File: config.mk
export PLATFORM = sky130hd
export DESIGN_NAME = sorted_integer_set_table
export DESIGN_NICKNAME = d
export VERILOG_FILES = /design/src/sv/sist_pkg.sv /design/src/sv/sist_mem.sv /design/src/sv/sist_seq.sv /design/src/sv/sorted_integer_set_table.sv
export SDC_FILE = /design/constraint.sdc
export NUM_CORES = 2
export LEC_CHECK = 0
export CORE_UTILIZATION = 38
export CTS_CLUSTER_SIZE = 20
export DETAILED_ROUTE_END_ITERATION = 7
export DONT_BUFFER_PORTS = 1
export PLACE_DENSITY = 0.49
export SYNTH_ARGS = -nofsm -noshare
export SYNTH_HDL_FRONTEND = slang
export SYNTH_SLANG_ARGS = --single-unit
File: constraint.sdc
create_clock -name clock -period 5.9 [get_ports clock]
set_input_delay 1.18 -clock clock [delete_from_list [all_inputs] [get_ports clock]]
set_output_delay 1.18 -clock clock [all_outputs]
set_load 0.01 [all_outputs]
File: src/sv/sist_pkg.sv
// shared types and constants for the sorted integer set table
// no dependencies; imported by every module of the block
package sist_pkg;

   localparam int CAPACITY = 64;
   localparam int ADDR_W   = $clog2(CAPACITY);
   localparam int CNT_W    = $clog2(CAPACITY + 1);
   localparam int DATA_W   = 32;
   localparam int KIND_W   = 3;
   localparam int STAT_W   = 2;
   localparam int POS_W    = 6;
   localparam int TOTAL_W  = 7;
   localparam int REQ_W    = 48;
   localparam int RSP_W    = 48;

   typedef enum logic [KIND_W-1:0] {
      KIND_INSERT     = 3'd0,
      KIND_FIND       = 3'd1,
      KIND_REMOVE_VAL = 3'd2,
      KIND_REMOVE_IDX = 3'd3,
      KIND_READ_IDX   = 3'd4,
      KIND_CLEAR      = 3'd5
   } kind_type;

   typedef enum logic [STAT_W-1:0] {
      STAT_OK      = 2'd0,
      STAT_MISS    = 2'd1,
      STAT_FULL    = 2'd2,
      STAT_RANGE   = 2'd3
   } status_type;

   typedef enum logic [2:0] {
      ST_IDLE,
      ST_SEARCH,
      ST_PROBE,
      ST_EXEC,
      ST_SHIFT,
      ST_RD_ADDR,
      ST_RD_DATA,
      ST_DONE
   } state_type;

   typedef struct packed {
      logic              en;
      logic [ADDR_W-1:0] addr;
      logic [DATA_W-1:0] data;
   } mem_wr_type;

   typedef struct packed {
      logic [TOTAL_W-1:0] entry_total;
      logic [DATA_W-1:0]  read_value;
      logic [POS_W-1:0]   position;
      logic [STAT_W-1:0]  status;
   } result_type;

endpackage

File: src/sv/sist_mem.sv
// entry store: one write port, one registered read port
// depends on sist_pkg
module sist_mem (
   input  logic                        clock,
   input  sist_pkg::mem_wr_type        wr,
   input  logic [sist_pkg::ADDR_W-1:0] rd_addr,
   output logic [sist_pkg::DATA_W-1:0] rd_data
);
   import sist_pkg::*;

   logic [DATA_W-1:0] mem [CAPACITY];
   logic [DATA_W-1:0] rd_data_ff;

   always_ff @(posedge clock) begin
      if (wr.en) begin
         mem[wr.addr] <= wr.data;
      end
      rd_data_ff <= mem[rd_addr];
   end

   assign rd_data = rd_data_ff;

endmodule

File: src/sv/sist_seq.sv
// sequencer: binary search over the store and one-entry-a-cycle shifting
// depends on sist_pkg and drives sist_mem
module sist_seq (
   input  logic                        clock,
   input  logic                        reset,
   input  logic                        start,
   input  logic [sist_pkg::KIND_W-1:0] kind,
   input  logic [sist_pkg::DATA_W-1:0] value,
   input  logic [sist_pkg::POS_W-1:0]  index,
   output logic                        idle,
   output logic                        done,
   input  logic                        ack,
   output sist_pkg::result_type        result,
   output sist_pkg::mem_wr_type        wr,
   output logic [sist_pkg::ADDR_W-1:0] rd_addr,
   input  logic [sist_pkg::DATA_W-1:0] rd_data
);
   import sist_pkg::*;

   state_type           state_ff, state_in;
   logic [CNT_W-1:0]    count_ff, count_in;
   logic                pend_ff, pend_in;
   logic [KIND_W-1:0]   kind_ff, kind_in;
   logic signed [DATA_W-1:0] value_ff, value_in;
   logic [CNT_W-1:0]    lo_ff, lo_in, hi_ff, hi_in;
   logic [ADDR_W-1:0]   mid_ff, mid_in;
   logic [CNT_W-1:0]    slot_ff, slot_in;
   logic                found_ff, found_in;
   logic [CNT_W-1:0]    ptr_ff, ptr_in;
   logic [ADDR_W-1:0]   tgt_ff, tgt_in;
   logic                up_ff, up_in;
   logic [ADDR_W-1:0]   idx_ff, idx_in;
   logic [STAT_W-1:0]   status_ff, status_in;
   logic [POS_W-1:0]    pos_ff, pos_in;
   logic [DATA_W-1:0]   rval_ff, rval_in;

   logic [CNT_W:0]      mid_sum;
   logic [CNT_W-1:0]    ptr_dn, ptr_up, mid_next;
   logic                more;

   assign mid_sum  = {1'b0, lo_ff} + {1'b0, hi_ff};
   assign ptr_dn   = ptr_ff - CNT_W'(1);
   assign ptr_up   = ptr_ff + CNT_W'(1);
   assign mid_next = CNT_W'(mid_ff) + CNT_W'(1);
   assign more     = up_ff ? (ptr_ff > slot_ff) : (ptr_ff < count_ff);

   always_ff @(posedge clock) begin
      if (reset) begin
         state_ff <= ST_IDLE;
         count_ff <= '0;
         pend_ff  <= 1'b0;
      end else begin
         state_ff <= state_in;
         count_ff <= count_in;
         pend_ff  <= pend_in;
      end
   end

   always_ff @(posedge clock) begin
      kind_ff   <= kind_in;
      value_ff  <= value_in;
      lo_ff     <= lo_in;
      hi_ff     <= hi_in;
      mid_ff    <= mid_in;
      slot_ff   <= slot_in;
      found_ff  <= found_in;
      ptr_ff    <= ptr_in;
      tgt_ff    <= tgt_in;
      up_ff     <= up_in;
      idx_ff    <= idx_in;
      status_ff <= status_in;
      pos_ff    <= pos_in;
      rval_ff   <= rval_in;
   end

   always_comb begin
      state_in  = state_ff;
      count_in  = count_ff;
      pend_in   = pend_ff;
      kind_in   = kind_ff;
      value_in  = value_ff;
      lo_in     = lo_ff;
      hi_in     = hi_ff;
      mid_in    = mid_ff;
      slot_in   = slot_ff;
      found_in  = found_ff;
      ptr_in    = ptr_ff;
      tgt_in    = tgt_ff;
      up_in     = up_ff;
      idx_in    = idx_ff;
      status_in = status_ff;
      pos_in    = pos_ff;
      rval_in   = rval_ff;
      wr        = '0;
      rd_addr   = mid_sum[ADDR_W:1];

      unique case (state_ff)
         ST_IDLE: begin
            if (start) begin
               kind_in   = kind;
               value_in  = value;
               idx_in    = ADDR_W'(index);
               lo_in     = '0;
               hi_in     = count_ff;
               found_in  = 1'b0;
               pend_in   = 1'b0;
               status_in = STAT_OK;
               pos_in    = '0;
               rval_in   = '0;
               case (kind)
                  KIND_INSERT, KIND_FIND, KIND_REMOVE_VAL: begin
                     state_in = ST_SEARCH;
                  end
                  KIND_REMOVE_IDX: begin
                     if (CNT_W'(index) < count_ff) begin
                        count_in = count_ff - CNT_W'(1);
                        ptr_in   = CNT_W'(index);
                        up_in    = 1'b0;
                        pos_in   = index;
                        state_in = ST_SHIFT;
                     end else begin
                        status_in = STAT_RANGE;
                        state_in  = ST_DONE;
                     end
                  end
                  KIND_READ_IDX: begin
                     if (CNT_W'(index) < count_ff) begin
                        pos_in   = index;
                        state_in = ST_RD_ADDR;
                     end else begin
                        status_in = STAT_RANGE;
                        state_in  = ST_DONE;
                     end
                  end
                  KIND_CLEAR: begin
                     count_in = '0;
                     state_in = ST_DONE;
                  end
                  default: begin
                     state_in = ST_DONE;
                  end
               endcase
            end
         end
         ST_SEARCH: begin
            if (lo_ff < hi_ff) begin
               mid_in   = mid_sum[ADDR_W:1];
               state_in = ST_PROBE;
            end else begin
               slot_in  = lo_ff;
               state_in = ST_EXEC;
            end
         end
         ST_PROBE: begin
            if ($signed(rd_data) == value_ff) begin
               found_in = 1'b1;
               slot_in  = CNT_W'(mid_ff);
               state_in = ST_EXEC;
            end else if ($signed(rd_data) < value_ff) begin
               lo_in    = mid_next;
               state_in = ST_SEARCH;
            end else begin
               hi_in    = CNT_W'(mid_ff);
               state_in = ST_SEARCH;
            end
         end
         ST_EXEC: begin
            state_in = ST_DONE;
            case (kind_ff)
               KIND_INSERT: begin
                  if (found_ff) begin
                     status_in = STAT_MISS;
                     pos_in    = slot_ff[POS_W-1:0];
                  end else if (count_ff >= CNT_W'(CAPACITY)) begin
                     status_in = STAT_FULL;
                  end else begin
                     ptr_in   = count_ff;
                     up_in    = 1'b1;
                     pos_in   = slot_ff[POS_W-1:0];
                     state_in = ST_SHIFT;
                  end
               end
               KIND_FIND: begin
                  if (found_ff) begin
                     pos_in = slot_ff[POS_W-1:0];
                  end else begin
                     status_in = STAT_MISS;
                  end
               end
               KIND_REMOVE_VAL: begin
                  if (found_ff) begin
                     count_in = count_ff - CNT_W'(1);
                     ptr_in   = slot_ff;
                     up_in    = 1'b0;
                     pos_in   = slot_ff[POS_W-1:0];
                     state_in = ST_SHIFT;
                  end else begin
                     status_in = STAT_MISS;
                  end
               end
               default: begin
                  status_in = STAT_OK;
               end
            endcase
         end
         ST_SHIFT: begin
            wr.en   = pend_ff;
            wr.addr = tgt_ff;
            wr.data = rd_data;
            rd_addr = up_ff ? ptr_dn[ADDR_W-1:0] : ptr_up[ADDR_W-1:0];
            if (more) begin
               pend_in = 1'b1;
               tgt_in  = ptr_ff[ADDR_W-1:0];
               ptr_in  = up_ff ? ptr_dn : ptr_up;
            end else begin
               pend_in = 1'b0;
               if (!pend_ff) begin
                  if (up_ff) begin
                     wr.en    = 1'b1;
                     wr.addr  = slot_ff[ADDR_W-1:0];
                     wr.data  = value_ff;
                     count_in = count_ff + CNT_W'(1);
                  end
                  state_in = ST_DONE;
               end
            end
         end
         ST_RD_ADDR: begin
            rd_addr  = idx_ff;
            state_in = ST_RD_DATA;
         end
         ST_RD_DATA: begin
            rval_in  = rd_data;
            state_in = ST_DONE;
         end
         ST_DONE: begin
            if (ack) begin
               state_in = ST_IDLE;
            end
         end
         default: begin
            state_in = ST_IDLE;
         end
      endcase
   end

   assign idle               = (state_ff == ST_IDLE);
   assign done               = (state_ff == ST_DONE);
   assign result.status      = status_ff;
   assign result.position    = pos_ff;
   assign result.read_value  = rval_ff;
   assign result.entry_total = TOTAL_W'(count_ff);

endmodule

File: src/sv/sorted_integer_set_table.sv
// top level of the sorted integer set table: stream ports and result register
// depends on sist_pkg, sist_seq and sist_mem
//
// Holds up to 64 distinct signed 32-bit integers in ascending order in a
// single-port-write, registered-read store, driven by one sequencer that uses
// the store's read port for everything. Each request word gives exactly one
// response word. Find, insert and remove by value run a binary search of at
// most 7 probes; insert and both removes move up to 63 entries through
// the store, one entry per cycle, and this shift sets the worst case. Read at
// index does one store read; clear, an index out of range and the unused kinds
// go straight to the result.
// A new request is taken once the previous result has moved into the output
// register, while that result may still wait for rsp_tready.
module sorted_integer_set_table (
   input  logic                       clock,
   input  logic                       reset,
   input  logic                       req_tvalid,
   output logic                       req_tready,
   // kind[2:0], value[34:3], index[40:35], zero pad
   input  logic [sist_pkg::REQ_W-1:0] req_tdata,
   output logic                       rsp_tvalid,
   input  logic                       rsp_tready,
   // status[1:0], position[7:2], read_value[39:8], entry_total[46:40], zero pad
   output logic [sist_pkg::RSP_W-1:0] rsp_tdata
);
   import sist_pkg::*;

   logic              idle, done, load;
   result_type        result;
   mem_wr_type        wr;
   logic [ADDR_W-1:0] rd_addr;
   logic [DATA_W-1:0] rd_data;
   logic              rsp_valid_ff, rsp_valid_in;
   result_type        rsp_data_ff, rsp_data_in;

   assign req_tready = idle;
   assign load       = done && (!rsp_valid_ff || rsp_tready);

   sist_seq u_seq (
      .clock   (clock),
      .reset   (reset),
      .start   (req_tvalid && idle),
      .kind    (req_tdata[2:0]),
      .value   (req_tdata[34:3]),
      .index   (req_tdata[40:35]),
      .idle    (idle),
      .done    (done),
      .ack     (load),
      .result  (result),
      .wr      (wr),
      .rd_addr (rd_addr),
      .rd_data (rd_data)
   );

   sist_mem u_mem (
      .clock   (clock),
      .wr      (wr),
      .rd_addr (rd_addr),
      .rd_data (rd_data)
   );

   always_comb begin
      rsp_valid_in = rsp_valid_ff;
      rsp_data_in  = rsp_data_ff;
      if (load) begin
         rsp_valid_in = 1'b1;
         rsp_data_in  = result;
      end else if (rsp_tready) begin
         rsp_valid_in = 1'b0;
      end
   end

   always_ff @(posedge clock) begin
      if (reset) begin
         rsp_valid_ff <= 1'b0;
      end else begin
         rsp_valid_ff <= rsp_valid_in;
      end
   end

   always_ff @(posedge clock) begin
      rsp_data_ff <= rsp_data_in;
   end

   assign rsp_tvalid = rsp_valid_ff;
   assign rsp_tdata  = {(RSP_W - $bits(result_type))'(0), rsp_data_ff};

endmodule
==> run metrics <==
status=finished, final reports clean; final setup fails=0; Max-cap violations=0; Gate Count Post-Synth=~6000; setup TNS=0 ps; top cells by count, synth=edfxtp_1 (2218), nand2_1 (1237), nand3_1 (432); post-CTS setup buffers=0; first-pass GRT wire length=around 370000 microns; root buffer cell=clkbuf_16; dominant cell type by area after synthesis=edfxtp_1; CP Data Required Time=approximately 6700 ps; Setup crit start kind=flip-flop; HP Class=in -> reg; Synth area leaders=edfxtp_1 (74%), nand2_1 (5.2%), mux4_2 (4.5%); number of synthesized flops with an enable pin=roughly 2200; Post-Route WL=around 260000 microns; ys flop type=edfxtp_1; total grt overflow=0; Reg clk slew, reported paths=~60 ps; largest net degree at the start of global routing=~120; DRC viols=0; final cell count without fillers=9303; fmax=203.5 MHz; critical path class=reg -> reg; clock tree sinks=about 2300; die area=roughly 0.24 sq mm; core region area=between 0.2 and 0.25 sq mm; Net Count, Synth=about 5900; initial antenna violation count=7; Post-Syn Area per Cell=about 15 sq um; Placer Congestion=0.8557; Clock Path Buffers=3; starting density of the core=a little under two fifths; post-cts sizing count=0; Std-Cell Rows=roughly 180; Seq/Total Area, Yosys=between 70% and 80%; clk_lat worst skew=between 800 and 900 ps; fillers=around 20000; final-report hold violation count=0; slew margin rel.=9.696%; Post-DRT Antenna Nets=0; FF+latch area=0.06748 sq mm; Mapped Area=between 0.08 and 0.09 sq mm; Warnings, synthesis=0; input/output buffers=0; most frequent cell after synthesis=edfxtp_1; post-synth top area share=74.26%; multi-input logic area=around 0.021 sq mm; period utilization=83.30%; vias in the first global route=roughly 49000; Die Y=about 490 microns; Worst Setup End Kind=flip-flop; CTS tree=yes; H-tree level count=4; drt pass-1 iters=5; vias per cell=~5.5; fraction of registers with async set/reset=0%; vias=about 51000; Post-layout nets=between 6000 and 7000; DP HPWL=150800 microns; Arrival @ worst endpoint=about 5700 ps; area delta synth->final=14.46%; max-slew violations=0; Hold-fix buffers, CTS=0; IO Count=102; TritonCTS buffer count=around 230; initial drt markers=roughly 5400; Die W=487.8 microns; min cycle time layout=roughly 4900 ps; synth unique cells=85; Wirelength per Cell=about 28 microns; Tightest Pin Transition=~1400 ps; layout cells sized above 1=roughly 14%; dpl cells=8860; Core Util, Final=43.94%; clk_skew=between 80 and 90 ps; RSZ-0062 raised after global routing=no; largest fanout on the critical path=17; synthesized flop and latch total=approximately 2300; Total Routing Usage GR=21.61%
-- layout make-up --
type | count | area share, %
antenna | 11 | 0.02681
sequential | 2262 | 65.73
clock inverter | 114 | 1.105
inverter | 67 | 0.2450
tap | 3132 | 3.817
timing repair buffer | 240 | 2.096
clock buffer | 318 | 6.169
multi-input combinational | 3159 | 20.81
-- state kept, by name (all words and copies together), names as in the netlist, 3 cells and up --
| register | flops |
|---|---|
| u_seq.count_ff | 7 |
| u_seq.idx_ff | 6 |
| u_seq.slot_ff | 7 |
| u_seq.mid_ff | 6 |
| u_seq.kind_ff | 3 |
| u_mem.mem | 2048 |
| rsp_tdata | 47 |
| u_seq.hi_ff | 7 |
| u_seq.tgt_ff | 6 |
| u_seq.pos_ff | 6 |
| u_seq.ptr_ff | 7 |
| u_seq.lo_ff | 7 |
| u_seq.value_ff | 32 |
| u_mem.rd_data | 32 |
| u_seq.state_ff | 3 |
| u_seq.rval_ff | 32 |
-- kinds of logic after synthesis --
kind of cell             share of synthesized area, %
AND/OR/NAND/NOR                                 9.790
XOR/XNOR                                       0.1172
adder cells (fa/ha/maj)                        0.9430
multiplexers                                    6.337
buffers and inverters                           2.081
flip-flops                                      75.24
AO/OA/AOI/OAI                                   5.490
other                                        0.004181
-- metrics by stage --
stage / hold WS [ps] / instance area (sq um) / setup slack [ps]
detailed placement: 404.5 / 95170 / 1086
global placement: 404.1 / 95170 / 1157
floorplan: 400.3 / 89700 / 1205
global route: 317.5 / 102600 / 781.7
CTS: 302.8 / 102600 / 1022
finish: 349.3 / 102700 / 985.5
-- cell usage in the layout, fill, tap and decap left out, types with 70 or more instances in the layout --
master / instances
edfxtp_1: 2218
nand2_1: 1234
nand3_1: 428
clkbuf_16: 236
buf_4: 212
mux4_2: 180
a31oi_1: 135
mux2i_1: 134
a21oi_1: 114
and3_1: 108
o22ai_1: 102
a211oi_1: 96
nor2_4: 70
clkbuf_1: 70
-- final timing paths --
path                    start                end  slack (ps)  cells after the start
max            u_seq.lo_ff[2]  u_mem.rd_data[30]         990                     11
min reg2reg  u_seq.rval_ff[6]      rsp_tdata[14]         410                      0
min                     reset  u_seq.count_ff[0]         350                      1
max reg2reg    u_seq.lo_ff[2]  u_mem.rd_data[30]         990                     11
-- critical path, stage by stage, from the launching register on --
cell and delay, ps:
edfxtp_1 430, ha_1 370, and4bb_1 330, nor3_1 80, xnor2_1 550, inv_1 200, o21ai_1 720, nand2_1 790
buf_4 450, o311a_1 310, a211o_1 300, o211a_1 240
-- routing by layer --
layer / track usage (%) / routed length (microns)
met5: 0 / 0
met2: 32.73 / 116300
met4: 5.613 / 6437
met3: 3.088 / 15570
met1: 32.47 / 120900
Power is left out: the tool's default activity adds up to more than one toggle a clock period on the data nets, which glitch-free logic cannot reach.
